### src/rtl/assert_macros.svh
// Assertion macros included by the gain scheduler RTL.
`ifndef ASSERT_MACROS_SVH
`define ASSERT_MACROS_SVH
`ifndef ASSERT_OFF
// Check a property on every rising clock edge outside reset.
`define ASSERT_CLK(lbl, clk, rst_n, prop, msg) \
    lbl: assert property (@(posedge clk) disable iff (!rst_n) prop) else $error(msg);
// Check that a condition is followed by another one in the next cycle.
`define ASSERT_NEXT(lbl, clk, rst_n, pre, post, msg) \
    lbl: assert property (@(posedge clk) disable iff (!rst_n) (pre) |=> (post)) else $error(msg);
`else
`define ASSERT_CLK(lbl, clk, rst_n, prop, msg)
`define ASSERT_NEXT(lbl, clk, rst_n, pre, post, msg)
`endif
`endif

### src/rtl/fpd_pkg.sv
package fpd_pkg;

    // Divider widths: quotient bits, dividend bits, divisor bits.
    localparam int DIV_QW = 20;
    localparam int DIV_DW = 19;
    localparam int DIV_SW = 18;

    // Configuration register indexes.
    localparam logic [2:0] CFG_EFS   = 3'd0;
    localparam logic [2:0] CFG_RFS   = 3'd1;
    localparam logic [2:0] CFG_KPSPN = 3'd2;
    localparam logic [2:0] CFG_KDSPN = 3'd3;
    localparam logic [2:0] CFG_KPOFS = 3'd4;
    localparam logic [2:0] CFG_KDOFS = 3'd5;

    // Reset values of the full-scale registers.
    localparam logic [14:0] EFS_RESET = 15'd30;
    localparam logic [14:0] RFS_RESET = 15'd1;

    // Unit weight in Q1.16 and the reciprocal of three in Q0.19.
    localparam logic [16:0] W_ONE  = 17'd65536;
    localparam logic [18:0] RECIP3 = 19'd174763;

    // Rule tables, indexed by error point then rate point.
    localparam logic [2:0] KP_RULE [7][7] = '{
        '{3'd0, 3'd0, 3'd0, 3'd0, 3'd0, 3'd0, 3'd0},
        '{3'd1, 3'd1, 3'd1, 3'd1, 3'd1, 3'd1, 3'd1},
        '{3'd1, 3'd1, 3'd1, 3'd2, 3'd3, 3'd3, 3'd3},
        '{3'd2, 3'd2, 3'd3, 3'd3, 3'd3, 3'd4, 3'd4},
        '{3'd3, 3'd3, 3'd4, 3'd4, 3'd4, 3'd5, 3'd5},
        '{3'd4, 3'd5, 3'd5, 3'd5, 3'd5, 3'd5, 3'd6},
        '{3'd6, 3'd6, 3'd6, 3'd6, 3'd6, 3'd6, 3'd6}
    };
    localparam logic [2:0] KD_RULE [7][7] = '{
        '{3'd6, 3'd5, 3'd4, 3'd4, 3'd4, 3'd3, 3'd2},
        '{3'd6, 3'd5, 3'd4, 3'd4, 3'd4, 3'd3, 3'd2},
        '{3'd6, 3'd5, 3'd4, 3'd3, 3'd3, 3'd2, 3'd2},
        '{3'd5, 3'd4, 3'd3, 3'd3, 3'd2, 3'd2, 3'd1},
        '{3'd4, 3'd3, 3'd3, 3'd3, 3'd2, 3'd1, 3'd0},
        '{3'd3, 3'd3, 3'd3, 3'd2, 3'd2, 3'd1, 3'd0},
        '{3'd3, 3'd3, 3'd3, 3'd2, 3'd2, 3'd1, 3'd0}
    };

    // Rule lookup: sel low picks the Kp table, high the Kd table.
    function automatic logic [2:0] rule_at(logic sel, logic [2:0] ei, logic [2:0] di);
        logic [2:0] val;
        val = 3'd0;
        if (ei < 3'd7 && di < 3'd7) begin
            val = sel ? KD_RULE[ei][di] : KP_RULE[ei][di];
        end
        return val;
    endfunction

    // Sequencer states.
    typedef enum logic [13:0] {
        S_IDLE = 14'b00000000000001,
        S_PREP = 14'b00000000000010,
        S_ECLS = 14'b00000000000100,
        S_EDIV = 14'b00000000001000,
        S_EFIN = 14'b00000000010000,
        S_RCLS = 14'b00000000100000,
        S_RDIV = 14'b00000001000000,
        S_RFIN = 14'b00000010000000,
        S_GS0  = 14'b00000100000000,
        S_GS1  = 14'b00001000000000,
        S_GT   = 14'b00010000000000,
        S_GQ   = 14'b00100000000000,
        S_GADD = 14'b01000000000000,
        S_DONE = 14'b10000000000000
    } t_state;

endpackage

### src/rtl/fpd_div.sv
module fpd_div (
    input  logic                         i_clk,
    input  logic                         i_rst_n,
    input  logic                         i_start,
    input  logic [fpd_pkg::DIV_DW-1:0]   i_dividend,
    input  logic [fpd_pkg::DIV_SW-1:0]   i_divisor,
    output logic                         o_done,
    output logic [fpd_pkg::DIV_QW-1:0]   o_quo,
    output logic [fpd_pkg::DIV_SW-1:0]   o_rem
);
    import fpd_pkg::*;

    localparam int CW = $clog2(DIV_QW + 1);

    logic          r_busy;
    logic          r_done;
    logic [CW-1:0] r_cnt;
    logic [DIV_SW-1:0] r_rem;
    logic [DIV_QW-1:0] r_dvd;
    logic [DIV_QW-1:0] r_quo;
    logic [DIV_SW-1:0] r_div;
    logic [DIV_SW:0]   trial;
    logic              take;

    // One restoring step: shift in the next dividend bit and try a subtract.
    assign trial = {r_rem, r_dvd[DIV_QW-1]};
    assign take  = (trial >= {1'b0, r_div});

    // Step control.
    always_ff @(posedge i_clk) begin
        if (!i_rst_n) begin
            r_busy <= 1'b0;
            r_done <= 1'b0;
            r_cnt  <= '0;
        end else begin
            r_done <= 1'b0;
            if (i_start) begin
                r_busy <= 1'b1;
                r_cnt  <= CW'(DIV_QW);
            end else if (r_busy) begin
                r_cnt <= r_cnt - 1'b1;
                if (r_cnt == CW'(1)) begin
                    r_busy <= 1'b0;
                    r_done <= 1'b1;
                end
            end
        end
    end

    // Datapath. The dividend is the input shifted left by 16 bits.
    always_ff @(posedge i_clk) begin
        if (i_start) begin
            r_rem <= DIV_SW'(i_dividend[DIV_DW-1:4]);
            r_dvd <= {i_dividend[3:0], 16'd0};
            r_quo <= '0;
            r_div <= i_divisor;
        end else if (r_busy) begin
            r_rem <= take ? DIV_SW'(trial - {1'b0, r_div}) : trial[DIV_SW-1:0];
            r_dvd <= {r_dvd[DIV_QW-2:0], 1'b0};
            r_quo <= {r_quo[DIV_QW-2:0], take};
        end
    end

    assign o_done = r_done;
    assign o_quo  = r_quo;
    assign o_rem  = r_rem;

endmodule

### src/rtl/fuzzy_pd_gain_scheduler.sv
// Fuzzy PD gain scheduler.
// Input channel: i_valid, i_error_sample, with o_stall driven back. A word is
// taken at a clock edge where i_valid is high and o_stall is low.
// Output channel: o_valid, o_kp_gain, o_kd_gain, with i_stall from the receiver.
// Configuration: i_cfg_we, i_cfg_idx, i_cfg_data; write only while idle.
// Each word runs through a small sequencer that shares one restoring divider
// (20 steps) and one multiplier (five steps per gain). An axis whose value
// sits at or beyond an end point skips the divider.
// One word is in work at a time; the sequencer returns to idle when it loads
// the result into the output register, and the next word can be taken then.
// o_stall is high while a word is in work.
// A finished result sits in the output register until taken; a new word may
// be accepted meanwhile, and the next result waits until the register frees,
// which adds the stalled cycles to its latency.
// Synchronous reset loads the register defaults, clears the previous error
// and drops o_valid.
`include "assert_macros.svh"

module fuzzy_pd_gain_scheduler (
    input  logic               i_clk,
    input  logic               i_rst_n,
    input  logic               i_valid,
    output logic               o_stall,
    input  logic signed [15:0] i_error_sample,
    output logic               o_valid,
    input  logic               i_stall,
    output logic [15:0]        o_kp_gain,
    output logic [15:0]        o_kd_gain,
    input  logic               i_cfg_we,
    input  logic [2:0]         i_cfg_idx,
    input  logic [15:0]        i_cfg_data
);
    import fpd_pkg::*;

    t_state r_state;

    // Configuration registers.
    logic [14:0] r_efs, r_rfs;
    logic [15:0] r_kp_span, r_kd_span, r_kp_ofs, r_kd_ofs;

    // Work registers.
    logic signed [15:0] r_e, r_prev;
    logic [18:0]        r_ne;
    logic signed [19:0] r_rn;
    logic               r_efirst;
    logic [2:0]         r_ei, r_di;
    logic [16:0]        r_we0, r_we1, r_wd0, r_wd1;
    logic               r_sel;
    logic [34:0]        r_acc;
    logic [18:0]        r_t;
    logic [15:0]        r_q;
    logic [15:0]        r_kp_res, r_kd_res;
    logic               r_ovalid;
    logic [15:0]        r_kp_out, r_kd_out;

    // Divider hookup.
    logic               div_start;
    logic [DIV_DW-1:0]  div_dvd;
    logic [DIV_SW-1:0]  div_dsr;
    logic               div_done;
    logic [DIV_QW-1:0]  div_quo;
    logic [DIV_SW-1:0]  div_rem;

    fpd_div u_div (
        .i_clk      (i_clk),
        .i_rst_n    (i_rst_n),
        .i_start    (div_start),
        .i_dividend (div_dvd),
        .i_divisor  (div_dsr),
        .o_done     (div_done),
        .o_quo      (div_quo),
        .o_rem      (div_rem)
    );

    // Effective full scales and their multiples.
    logic [14:0]        emax, dmax;
    logic [17:0]        m7;
    logic [18:0]        m12;
    logic [16:0]        m3;
    logic signed [19:0] m3s;
    assign emax = (r_efs == 15'd0) ? 15'd1 : r_efs;
    assign dmax = (r_rfs == 15'd0) ? 15'd1 : r_rfs;
    assign m7   = {emax, 3'd0} - {3'd0, emax};
    assign m12  = {1'b0, emax, 3'd0} + {2'b0, emax, 2'd0};
    assign m3   = {2'b0, dmax} + {1'b0, dmax, 1'b0};
    assign m3s  = signed'({3'd0, m3});

    // Error magnitude and the mapped error change.
    logic [15:0]        mag;
    logic signed [16:0] dif, difn;
    logic signed [19:0] rn_lin;
    logic               flip;
    always_comb begin
        mag    = r_e[15] ? 16'(-r_e) : 16'(r_e);
        dif    = 17'(signed'({r_e[15], r_e}) - signed'({r_prev[15], r_prev}));
        difn   = r_e[15] ? 17'(-dif) : dif;
        rn_lin = 20'(signed'({{3{difn[16]}}, difn}) + signed'({{2{difn[16]}}, difn, 1'b0}));
        flip   = (r_prev[15] && !r_e[15] && r_e != 16'sd0) ||
                 (!r_prev[15] && r_prev != 16'sd0 && r_e[15]);
    end

    // Divider operands by state.
    logic signed [19:0] rshift;
    always_comb begin
        rshift    = r_rn + m3s;
        div_start = 1'b0;
        div_dvd   = r_ne;
        div_dsr   = {3'd0, emax};
        if (r_state == S_ECLS) begin
            div_start = (r_ne != 19'd0) && (r_ne < m12);
            div_dsr   = (r_ne <= {1'b0, m7}) ? m7 : {3'd0, emax};
        end else if (r_state == S_RCLS) begin
            div_start = (r_rn > -m3s) && (r_rn < m3s);
            div_dvd   = rshift[18:0];
            div_dsr   = {3'd0, dmax};
        end
    end

    // Weights from the quotient. A value exactly on a point takes the
    // interval that ends there.
    logic        exact;
    logic [3:0]  qa;
    logic [16:0] wq;
    always_comb begin
        exact = (div_quo[15:0] == 16'd0) && (div_rem == '0);
        qa    = exact ? div_quo[19:16] - 4'd1 : div_quo[19:16];
        wq    = 17'(div_quo - {qa, 16'd0});
    end

    // Rule lookups and the rate-weighted row sums.
    logic [2:0]  ra0, rb0, ra1, rb1;
    logic [19:0] x0w, x1w;
    always_comb begin
        ra0 = rule_at(r_sel, r_ei, r_di);
        rb0 = rule_at(r_sel, r_ei, r_di + 3'd1);
        ra1 = rule_at(r_sel, r_ei + 3'd1, r_di);
        rb1 = rule_at(r_sel, r_ei + 3'd1, r_di + 3'd1);
        x0w = 20'(r_wd0) * 20'(ra0) + 20'(r_wd1) * 20'(rb0);
        x1w = 20'(r_wd0) * 20'(ra1) + 20'(r_wd1) * 20'(rb1);
    end

    // Shared multiplier.
    logic [31:0] mul_a;
    logic [18:0] mul_b;
    logic [50:0] prod;
    logic [15:0] span, ofs;
    always_comb begin
        span  = r_sel ? r_kd_span : r_kp_span;
        ofs   = r_sel ? r_kd_ofs  : r_kp_ofs;
        mul_a = {15'd0, r_we0};
        mul_b = x0w[18:0];
        unique case (r_state)
            S_GS1: begin
                mul_a = {15'd0, r_we1};
                mul_b = x1w[18:0];
            end
            S_GT: begin
                mul_a = r_acc[31:0];
                mul_b = {3'd0, span};
            end
            S_GQ: begin
                mul_a = {14'd0, r_t[18:1]};
                mul_b = RECIP3;
            end
            default: begin
                mul_a = {15'd0, r_we0};
                mul_b = x0w[18:0];
            end
        endcase
        prod = 51'(mul_a) * 51'(mul_b);
    end

    logic [18:0] t_hi;
    logic [16:0] gsum;
    logic [15:0] gsat;
    logic        out_free;
    assign t_hi     = 19'(r_acc[34:32]) * 19'(span);
    assign gsum     = {1'b0, r_q} + {1'b0, ofs};
    assign gsat     = gsum[16] ? 16'hFFFF : gsum[15:0];
    assign out_free = !r_ovalid || !i_stall;

    // Configuration writes.
    always_ff @(posedge i_clk) begin
        if (!i_rst_n) begin
            r_efs     <= EFS_RESET;
            r_rfs     <= RFS_RESET;
            r_kp_span <= '0;
            r_kd_span <= '0;
            r_kp_ofs  <= '0;
            r_kd_ofs  <= '0;
        end else if (i_cfg_we) begin
            unique case (i_cfg_idx)
                CFG_EFS:   r_efs     <= i_cfg_data[14:0];
                CFG_RFS:   r_rfs     <= i_cfg_data[14:0];
                CFG_KPSPN: r_kp_span <= i_cfg_data;
                CFG_KDSPN: r_kd_span <= i_cfg_data;
                CFG_KPOFS: r_kp_ofs  <= i_cfg_data;
                CFG_KDOFS: r_kd_ofs  <= i_cfg_data;
                default: ;
            endcase
        end
    end

    // Sequencer and output valid.
    always_ff @(posedge i_clk) begin
        if (!i_rst_n) begin
            r_state  <= S_IDLE;
            r_prev   <= '0;
            r_ovalid <= 1'b0;
        end else begin
            if (r_state == S_DONE && out_free) begin
                r_ovalid <= 1'b1;
            end else if (!i_stall) begin
                r_ovalid <= 1'b0;
            end
            unique case (r_state)
                S_IDLE: if (i_valid) r_state <= S_PREP;
                S_PREP: begin
                    r_prev  <= r_e;
                    r_state <= S_ECLS;
                end
                S_ECLS: r_state <= div_start ? S_EDIV : S_RCLS;
                S_EDIV: if (div_done) r_state <= S_EFIN;
                S_EFIN: r_state <= S_RCLS;
                S_RCLS: r_state <= div_start ? S_RDIV : S_GS0;
                S_RDIV: if (div_done) r_state <= S_RFIN;
                S_RFIN: r_state <= S_GS0;
                S_GS0:  r_state <= S_GS1;
                S_GS1:  r_state <= S_GT;
                S_GT:   r_state <= S_GQ;
                S_GQ:   r_state <= S_GADD;
                S_GADD: r_state <= r_sel ? S_DONE : S_GS0;
                S_DONE: if (out_free) r_state <= S_IDLE;
                default: r_state <= S_IDLE;
            endcase
        end
    end

    // Datapath registers.
    always_ff @(posedge i_clk) begin
        unique case (r_state)
            S_IDLE: r_e <= i_error_sample;
            S_PREP: begin
                r_ne <= 19'({mag, 3'd0} + {1'b0, mag, 2'd0});
                r_rn <= flip ? m3s : rn_lin;
            end
            S_ECLS: begin
                r_efirst <= (r_ne <= {1'b0, m7});
                if (r_ne == 19'd0) begin
                    r_ei  <= 3'd0;
                    r_we0 <= W_ONE;
                    r_we1 <= '0;
                end else if (r_ne >= m12) begin
                    r_ei  <= 3'd5;
                    r_we0 <= '0;
                    r_we1 <= W_ONE;
                end
            end
            S_EFIN: begin
                if (r_efirst) begin
                    r_ei  <= 3'd0;
                    r_we1 <= div_quo[16:0];
                    r_we0 <= W_ONE - div_quo[16:0];
                end else begin
                    r_ei  <= 3'(qa - 4'd6);
                    r_we1 <= wq;
                    r_we0 <= W_ONE - wq;
                end
            end
            S_RCLS: begin
                r_sel <= 1'b0;
                if (r_rn <= -m3s) begin
                    r_di  <= 3'd0;
                    r_wd0 <= W_ONE;
                    r_wd1 <= '0;
                end else if (r_rn >= m3s) begin
                    r_di  <= 3'd5;
                    r_wd0 <= '0;
                    r_wd1 <= W_ONE;
                end
            end
            S_RFIN: begin
                r_di  <= qa[2:0];
                r_wd1 <= wq;
                r_wd0 <= W_ONE - wq;
            end
            S_GS0: r_acc <= prod[34:0];
            S_GS1: r_acc <= r_acc + prod[34:0];
            S_GT:  r_t   <= 19'(prod[50:32] + t_hi);
            S_GQ:  r_q   <= prod[34:19];
            S_GADD: begin
                if (r_sel) begin
                    r_kd_res <= gsat;
                end else begin
                    r_kp_res <= gsat;
                end
                r_sel <= 1'b1;
            end
            S_DONE: begin
                if (out_free) begin
                    r_kp_out <= r_kp_res;
                    r_kd_out <= r_kd_res;
                end
            end
            default: ;
        endcase
    end

    assign o_stall   = (r_state != S_IDLE);
    assign o_valid   = r_ovalid;
    assign o_kp_gain = r_kp_out;
    assign o_kd_gain = r_kd_out;

    // Checks on the sequencer and the axis weights.
    `ASSERT_CLK(a_ovalid_src, i_clk, i_rst_n, $rose(o_valid) |-> $past(r_state == S_DONE), "o_valid rose outside the done state")
    `ASSERT_NEXT(a_accept_prep, i_clk, i_rst_n, i_valid && !o_stall, r_state == S_PREP, "accepted word did not start work")
    `ASSERT_CLK(a_wsum_e, i_clk, i_rst_n, (r_state == S_GS0) |-> (({1'b0, r_we0} + {1'b0, r_we1}) == {1'b0, W_ONE}), "error weights do not sum to one")
    `ASSERT_CLK(a_wsum_d, i_clk, i_rst_n, (r_state == S_GS0) |-> (({1'b0, r_wd0} + {1'b0, r_wd1}) == {1'b0, W_ONE}), "rate weights do not sum to one")

endmodule

### config.mk
export PLATFORM = sky130hd
export DESIGN_NAME = fuzzy_pd_gain_scheduler
export DESIGN_NICKNAME = d
export VERILOG_FILES = /design/src/rtl/fpd_pkg.sv /design/src/rtl/fpd_div.sv /design/src/rtl/fuzzy_pd_gain_scheduler.sv
export VERILOG_INCLUDE_DIRS = /design/src /design/src/rtl
export SDC_FILE = /design/constraint.sdc
export NUM_CORES = 2
export LEC_CHECK = 0
export ABC_AREA = 1
export BUFFER_PORTS_ARGS = -buffer_cell sky130_fd_sc_hd__buf_2
export CAP_MARGIN = 20
export CELL_PAD_IN_SITES_DETAIL_PLACEMENT = 1
export CELL_PAD_IN_SITES_GLOBAL_PLACEMENT = 1
export CORE_MARGIN = 3
export CORE_UTILIZATION = 45
export CTS_BUF_LIST = sky130_fd_sc_hd__clkbuf_8
export DETAILED_ROUTE_END_ITERATION = 7
export GPL_TIMING_DRIVEN = 0
export PLACE_DENSITY = 0.8
export SLEW_MARGIN = 5
export SYNTH_ARGS = -nofsm -noshare
export SYNTH_HDL_FRONTEND = slang
export SYNTH_SLANG_ARGS = --single-unit
### constraint.sdc
create_clock -name i_clk -period 39.9 [get_ports i_clk]
set_input_delay 3.99 -clock i_clk [delete_from_list [all_inputs] [get_ports i_clk]]
set_output_delay 3.99 -clock i_clk [all_outputs]
set_load 0.01 [all_outputs]
==> Word-level counts from Yosys, hierarchy flattened <==
Memory sizes are Yosys's and may differ from the RTL's.
Index checks and enable logic that the tools add are counted.
{ "word_totals": {"register_bits": 455, "mem_bits_ro": 672, "inputBits": 40, "output_inout_bits": 34, "elab_cells": 270, "mem_count": 4} }
{ "op_classes": {"addsub": 24, "n_mul": 6, "n_lt_le_gt_ge": 16, "eq_ne": 28, "n_mux": 102, "bitwise": 7, "reduce_logical": 46} }
{ "mem_list": {"columns": ["name", "words", "word_bits", "read_ports", "rd_ports_with_merged_regs", "wr", "line_no", "text"], "rows": [
  ["(no name shown)", 8, 21, 1, 0, 0, "fpd_pkg.sv:49", "val = sel ? KD_RULE[ei][di] : KP_RULE[ei][di];"],
  ["(no name shown)", 8, 21, 1, 0, 0, "fpd_pkg.sv:49", null],
  ["(no name shown)", 8, 21, 1, 0, 0, "fpd_pkg.sv:49", null],
  ["(no name shown)", 8, 21, 1, 0, 0, "fpd_pkg.sv:49", null]
]} }
{ "ops": {"columns": ["cell", "n"], "rows": [
  ["$mux 17", 12],
  ["$pmux 14 s14", 1],
  ["$mux 21", 8],
  ["$pmux 17 s2", 4],
  ["$pmux 32 s3", 1],
  ["$mux 3", 30],
  ["$mul 17x3->19", 4],
  ["$mux 15", 5],
  ["$bmux 3 s3", 8],
  ["$mux 14", 5],
  ["$pmux 35 s2", 1],
  ["$mux 16", 4],
  ["$add 19x19->19", 3],
  ["$pmux 19 s3", 1],
  ["$mux 18", 3],
  ["$mul 32x19->51", 1],
  ["$mux 20", 2],
  ["$add 19x18->19", 2],
  ["$ge 19x18->1", 2],
  ["$mux 19", 2],
  ["$add 35x35->35", 1],
  ["$sub 17x17->17 const A", 2],
  ["$reduce_bool 16->1", 2],
  ["$logic_not 15->1", 2],
  ["other kinds (67)", 123]
]} }

==> Longest topological paths before layout <==
{ "depth": {"word_depth": 16, "ltp_mapped": 72, "ltp_nobuf": 70} }

==> Hierarchy <==
Synthesis repeated with hierarchy kept, for this count alone.
{ "unflattened": {"cells_unflattened": 7720, "area_unflattened_um2": 59341.9} }
{ "by_module_without_submodules": {"columns": ["module", "instances", "cells_per_inst", "area_each_um2", "seq_area_each_um2"], "rows": [
  ["fuzzy_pd_gain_scheduler", 1, 7215, 55444.4, 10279.9],
  ["fpd_div", 1, 505, 3897.5, 1711.6]
]} }

==> Worst setup path before layout <==
Ideal clock, no wire load.
{ "synth_timing": {"path_type": "register -> register", "startpoint": "reg r_ei[0]", "endpoint": "reg r_t[17], data pin", "setup_time_ns": 0.265, "arrival_ns": 12.424, "required_time_ns": 39.635, "setup_slack_ns": 27.211, "stages_incl_launch_ff": 61, "n_path_buf": 3, "period_less_slack_ns": 12.689, "cell_sequence": "edfxtp_1 -> ha_1 -> inv_1 -> ha_1 -> nand2_1 -> o21ai_0 -> nand2_1 -> o21ai_0 -> nand3_1 -> a31o_2 -> nand3_1 -> clkbuf_1 -> nor2_1 -> fa_1 -> fa_1 -> inv_1 -> fa_1 -> inv_1 -> (+25 left out) -> nor2_1 -> nand4_1 -> o21ai_1 -> inv_1 -> o21ai_1 -> xor2_1 -> inv_1 -> fa_1 -> fa_1 -> nand3_1 -> nand2_1 -> a21boi_0 -> o21ai_0 -> a21boi_0 -> o21ai_0 -> nand3_1 -> o21ai_0 -> xor2_1"} }
{ "synth_via": {"elab_chain_cells": 15, "elab_cells_between_ends": 62, "cone_classes": "add/sub: 4; mul: 5; order compare: 2; mux: 41; bitwise: 2; reduce/logical: 4; memory: 4"} }
{ "synth_rtl": {"columns": ["element", "line_no", "text"], "rows": [
  ["from (decl)", "fuzzy_pd_gain_scheduler.sv:46", "logic [2:0] r_ei, r_di;"],
  ["from (signal assigned)", "fuzzy_pd_gain_scheduler.sv:265", "r_ei <= 3'(qa - 4'd6);"],
  ["$add 3x1->3", "fuzzy_pd_gain_scheduler.sv:136, fuzzy_pd_gain_scheduler.sv:137", null],
  ["$not 3->4 (implied by the code)", "fpd_pkg.sv:49", null],
  ["$mem_v2 8x21", null, null],
  ["$mux 21 (implied by the code) (2 in series)", "fpd_pkg.sv:49", null],
  ["$bmux 3 s3", "fpd_pkg.sv:49", null],
  ["$mux 3 (implied by the code) (2 in series)", "fpd_pkg.sv:49", null],
  ["$mux 3", "fpd_pkg.sv:49", null],
  ["$mux 3", "fpd_pkg.sv:48", "if (ei < 3'd7 && di < 3'd7) begin"],
  ["$mul 17x3->19", "fuzzy_pd_gain_scheduler.sv:139", "x1w = 20'(r_wd0) * 20'(ra1) + 20'(r_wd1) * 20'(rb1);"],
  ["$add 19x19->19", "fuzzy_pd_gain_scheduler.sv:139", null],
  ["$pmux 19 s3 *", "fuzzy_pd_gain_scheduler.sv:152", "unique case (r_state)"],
  ["$mul 32x19->51 *", "fuzzy_pd_gain_scheduler.sv:170", "prod = 51'(mul_a) * 51'(mul_b);"],
  ["via prod[34]", "fuzzy_pd_gain_scheduler.sv:145", "logic [50:0] prod;"],
  ["$add 19x19->19 *", "fuzzy_pd_gain_scheduler.sv:289", "S_GT: r_t <= 19'(prod[50:32] + t_hi);"],
  ["to (signal assigned)", "fuzzy_pd_gain_scheduler.sv:289", null],
  ["to (decl)", "fuzzy_pd_gain_scheduler.sv:50", "logic [18:0] r_t;"]
]} }
The timed path passes the listed nets; every way through them passes the cells marked *. The select of a mux whose other input is x is not followed.
A chain may end at the register's enable or synchronous reset.

==> Worst setup path after layout <==
{ "layout_timing": {"startpoint": "reg r_sel", "endpoint": "reg r_t[17], data pin"} }
{ "layout_via": {"elab_chain_cells": 7, "elab_cells_between_ends": 19, "cone_classes": "add/sub: 3; mul: 6; mux: 10"} }
{ "layout_rtl": {"columns": ["element", "line_no", "text"], "rows": [
  ["from (decl)", "fuzzy_pd_gain_scheduler.sv:48", "logic r_sel;"],
  ["from (signal assigned)", "fuzzy_pd_gain_scheduler.sv:271", "r_sel <= 1'b0;"],
  ["from (signal assigned)", "fuzzy_pd_gain_scheduler.sv:297", "r_sel <= 1'b1;"],
  ["$mux 3", "fpd_pkg.sv:49", null],
  ["$mux 3", "fpd_pkg.sv:48", null],
  ["$mul 17x3->19 (on tied branches)", "fuzzy_pd_gain_scheduler.sv:138, fuzzy_pd_gain_scheduler.sv:139", null],
  ["$add 19x19->19 (on tied branches)", "fuzzy_pd_gain_scheduler.sv:138, fuzzy_pd_gain_scheduler.sv:139", null],
  ["$pmux 19 s3 *", "fuzzy_pd_gain_scheduler.sv:152", null],
  ["$mul 32x19->51 *", "fuzzy_pd_gain_scheduler.sv:170", null],
  ["via prod[32]", "fuzzy_pd_gain_scheduler.sv:145", null],
  ["$add 19x19->19 *", "fuzzy_pd_gain_scheduler.sv:289", null]
]} }
The timed path passes the listed nets; every way through them passes the cells marked *.

==> results.md <==
* Proportion of layout cells with a drive suffix above 1 at 5.73%
* Root buf cell: clkbuf_8
* Ys flop type: edfxtp_1
* Hold Vio Cnt, Final at 0
* P_int at 954 uW
* RR Endpoint: r_t[17]
* Synth Warn # at 0
* Die X at 367 um
* Switching share of power at 39.5%
* Area delta synth->final at 7.57%
* Grt ovf at 0
* Vias in the first global route at 56800
* Reg2Reg Depth at 52
* Depth of the CTS H-tree at 3
* Sw Pwr at 623 uW
* Routed len/inst at 22.6 um
* Via/cell ratio at 5.61
* Cell variety after synth at 69
* Part of the power in registers at 34.8%
* CP startpoint: r_sel
* M1 GR Usage at 43.3%
* Starting Density at 45.7%
* Worst path most repeated cell: fa_1
* RSZ-0062 raised after global routing: no
* CP Capture Type: flop
* Syn avg cell area at 7.74 um^2
* Post-Synthesis Cell Area at 58600 um^2
* Slew margin rel. at 18.0%
* Max-cap violation count at 0
* Core Util, Final at 49.1%
* IO Pins at 74
* Setup tns final at 0 ns
* Rows at 131
* Number of synthesized flops with an enable pin at 296
* Remaining antenna violation count after routing at 0
* Hold crit path type: reg -> reg
* GRT met3 Usage at 7.07%
* Vias after detailed routing at 53600
* Clock Latency Late Sink at 0.75 ns
* Die area at 135000 um^2
* Crit path capture: r_t[17]
* Setup slack, reg-to-reg at 22.12 ns
* Sequential share of the synthesized area at 20.4%
* Part of the power in the clock network at 26.8%
* Pre-CTS setup slack at 22.55 ns
* Worst-case clock buffer depth at 3
* Min cycle time layout at 17.78 ns
* Slew Viols, Final at 0
* Leak at 0.0307 uW
* Asr flop ratio synth at 0%
* CTS tree: built
* Crit path launch type: flop
* Status: finished clean
* Hold Buf Count CTS at 0
* NumNets Final at 8968
* Mapped Cells at 7569
* Reg clk slew, reported paths at 0.06 ns
* First-pass GRT wire length at 334 mm
* Post-CTS Resized at 0
* Crit path DAT at 18.23 ns
* Drt initial violations at 4639
* Final worst slack at 22.12 ns
* Slew @ Worst Pin at 1.22 ns
* Post-CTS Setup Inserts at 0
* Largest net degree at the start of global routing at 37
* First-pass iteration count of the detailed router at 6
* Dpl hpwl at 183 mm
* Met2 Track Usage GR at 51.3%
* Crit path required time at 40.35 ns
* Num CTS Buffers at 76
* Layer with the highest usage: met2
* Worst-path maximum fanout at 10
* Final Wtd Congestion at 0.997
* Worst Skew at 0.0482 ns
* RR Startpoint: r_sel
* Number of antenna violations at the first check in global routing at 3
* Clock Sinks at 450
* Final wirelength at 216 mm
* PD cells at 25.0 nW/um^2
* Yosys reg bits at 450
* Overall Power at 1580 uW
* Combinational power share at 38.4%
* FMAX at 56.2 MHz
* Largest stage delay, worst path at 0.86 ns
* Hold slack at 0.419 ns
* GR Util All Layers at 32.0%
* Final setup fails at 0
* VDD IR-drop max at 37.7 uV
* DRC viols at 0
* Period Utilization, post-route at 44.6%
* Crit-path slowest cell: clkbuf_1
* Die Y at 367 um
* Core Area at 128000 um^2
* Number of port buffers at 73
* Crit path kind: reg -> reg
cell usage after synthesis, types with 40 or more instances:
library cell     n  area (um^2)
nor3_1          61          305
clkbuf_1        85          319
nor2_1         821         3080
edfxtp_1       296         8890
a21oi_1        439         2200
buf_2           81          405
nand4_1         75          469
o21ai_0        414         2070
nand3_1        296         1480
inv_1         1446         5430
xnor2_1         69          604
ha_1           476         5960
dfxtp_1        154         3080
fa_1           675        13500
o211ai_1        40          300
nand2_1       1521         5710
xor2_1         165         1450
per-stage QoR:
step | instance area (um^2) | instances
final | 63000 | 9571
after global routing | 63000 | 9570
after CTS | 63000 | 9568
after detailed placement | 61500 | 9428
after global placement | 61300 | 9413
after floorplan | 58800 | 7611
metal layers:
metal  vias up  part of all wire [%]  wire (um)
li1      24300                     -          -
met1     26900                    43      92300
met2      2032                    45      97600
met3       404                   8.9      19200
met4         2                   3.4       7290
met5         -                0.0037          8
placed cells by master (no fill, tap or decap), types with 7 or more instances in the layout:
| cell type | synthesis | final |
|---|---|---|
| or2_2 | 19 | 19 |
| dfxtp_1 | 154 | 154 |
| o211ai_1 | 40 | 40 |
| conb_1 | 2 | 44 |
| buf_4 | 30 | 32 |
| xnor2_1 | 69 | 69 |
| nor4_1 | 31 | 31 |
| a21o_1 | 20 | 20 |
| nand2_2 | 13 | 14 |
| clkinv_2 | 1 | 11 |
| inv_2 | 33 | 33 |
| a21boi_0 | 19 | 18 |
| buf_6 | 10 | 13 |
| nand3b_1 | 9 | 9 |
| buf_2 | 81 | 157 |
| a31oi_1 | 28 | 28 |
| clkinv_1 | 6 | 18 |
| nand3_1 | 296 | 296 |
| o21ai_0 | 414 | 413 |
| a21oi_1 | 439 | 438 |
| clkbuf_1 | 85 | 84 |
| clkbuf_8 | 0 | 81 |
| ha_1 | 476 | 476 |
| edfxtp_1 | 296 | 296 |
| nor3_1 | 61 | 60 |
| a211oi_1 | 34 | 34 |
| nor2_2 | 23 | 25 |
| nand2_1 | 1521 | 1520 |
| a22o_1 | 9 | 9 |
| o31ai_1 | 12 | 12 |
| fa_1 | 675 | 675 |
| xor2_1 | 165 | 165 |
| o21a_1 | 15 | 15 |
| inv_1 | 1446 | 1467 |
| clkinvlp_4 | 0 | 7 |
| o221ai_1 | 15 | 15 |
| nor2_1 | 821 | 819 |
| o21bai_1 | 24 | 24 |
| nand4_1 | 75 | 75 |
| o21ai_1 | 20 | 21 |
power by group through the flow:
| stage | registers [uW] | logic, uW | clock network (uW) |
|---|---|---|---|
| 2_1_floorplan | 550 | 432 | 0 |
| 3_3_place_gp | 558 | 566 | 0 |
| 3_5_place_dp | 559 | 595 | 0 |
| 4_1_cts | 549 | 599 | 431 |
| 5_1_grt | 550 | 681 | 451 |
| 6_report | 549 | 605 | 423 |
sequential cells by signal, indices dropped and copies added (netlist names), 17 cells and up:
register	flops
r_rn	19
u_div.r_div	18
u_div.o_rem	18
r_t	18
r_wd1	17
r_ne	17
r_acc	35
r_we1	17
u_div.o_quo	19
layout make-up:
class / count / area [um^2]
Multi-Input combinational cell: 5464 / 40200
Sequential cell: 450 / 12000
Clock inverter: 59 / 387
Buffer: 211 / 1080
Fill cell: 16200 / 65300
Antenna cell: 3 / 7.51
Tap cell: 1729 / 2160
Timing Repair Buffer: 88 / 567
Inverter: 1486 / 5580
Clock buffer: 81 / 1110
how the worst min path moves through the flow:
stage | start | to | depth (start not counted)
after floorplan | r_kd_res[0] | o_kd_gain[0] | 0
after global placement | r_kd_res[2] | o_kd_gain[2] | 0
after detailed placement | r_kp_res[9] | o_kp_gain[9] | 0
after CTS | r_kp_res[12] | o_kp_gain[12] | 0
after global routing | r_kd_res[2] | o_kd_gain[2] | 0
final | r_kp_res[10] | o_kp_gain[10] | 0
logic make-up (layout without fill, tap and decap cells):
| family | count (synthesis) | after routing | synth area share (%) |
|---|---|---|---|
| compound gates | 1134 | 1134 | 11.0 |
| xor+xnor | 237 | 237 | 3.58 |
| fa+ha+maj | 1151 | 1151 | 33.2 |
| buf+inv | 1697 | 1925 | 11.4 |
| flops | 450 | 450 | 20.4 |
| mux | 2 | 2 | 0.0342 |
| other cells | 2 | 47 | 0.0128 |
| simple gates | 2896 | 2896 | 20.3 |
critical path: cells and delay by family (launching register included):
family | cells | cell delay (ns)
adders and majority gates | 13 | 5.77
buffers and inverters | 11 | 4.06
AOI/OAI and AO/OA | 14 | 4.04
and+or+nand+nor | 12 | 2.31
xor gates and xnor gates | 2 | 0.85
DFF | 1 | 0.40
No activity file was read; power rests on OpenSTA's default activity.
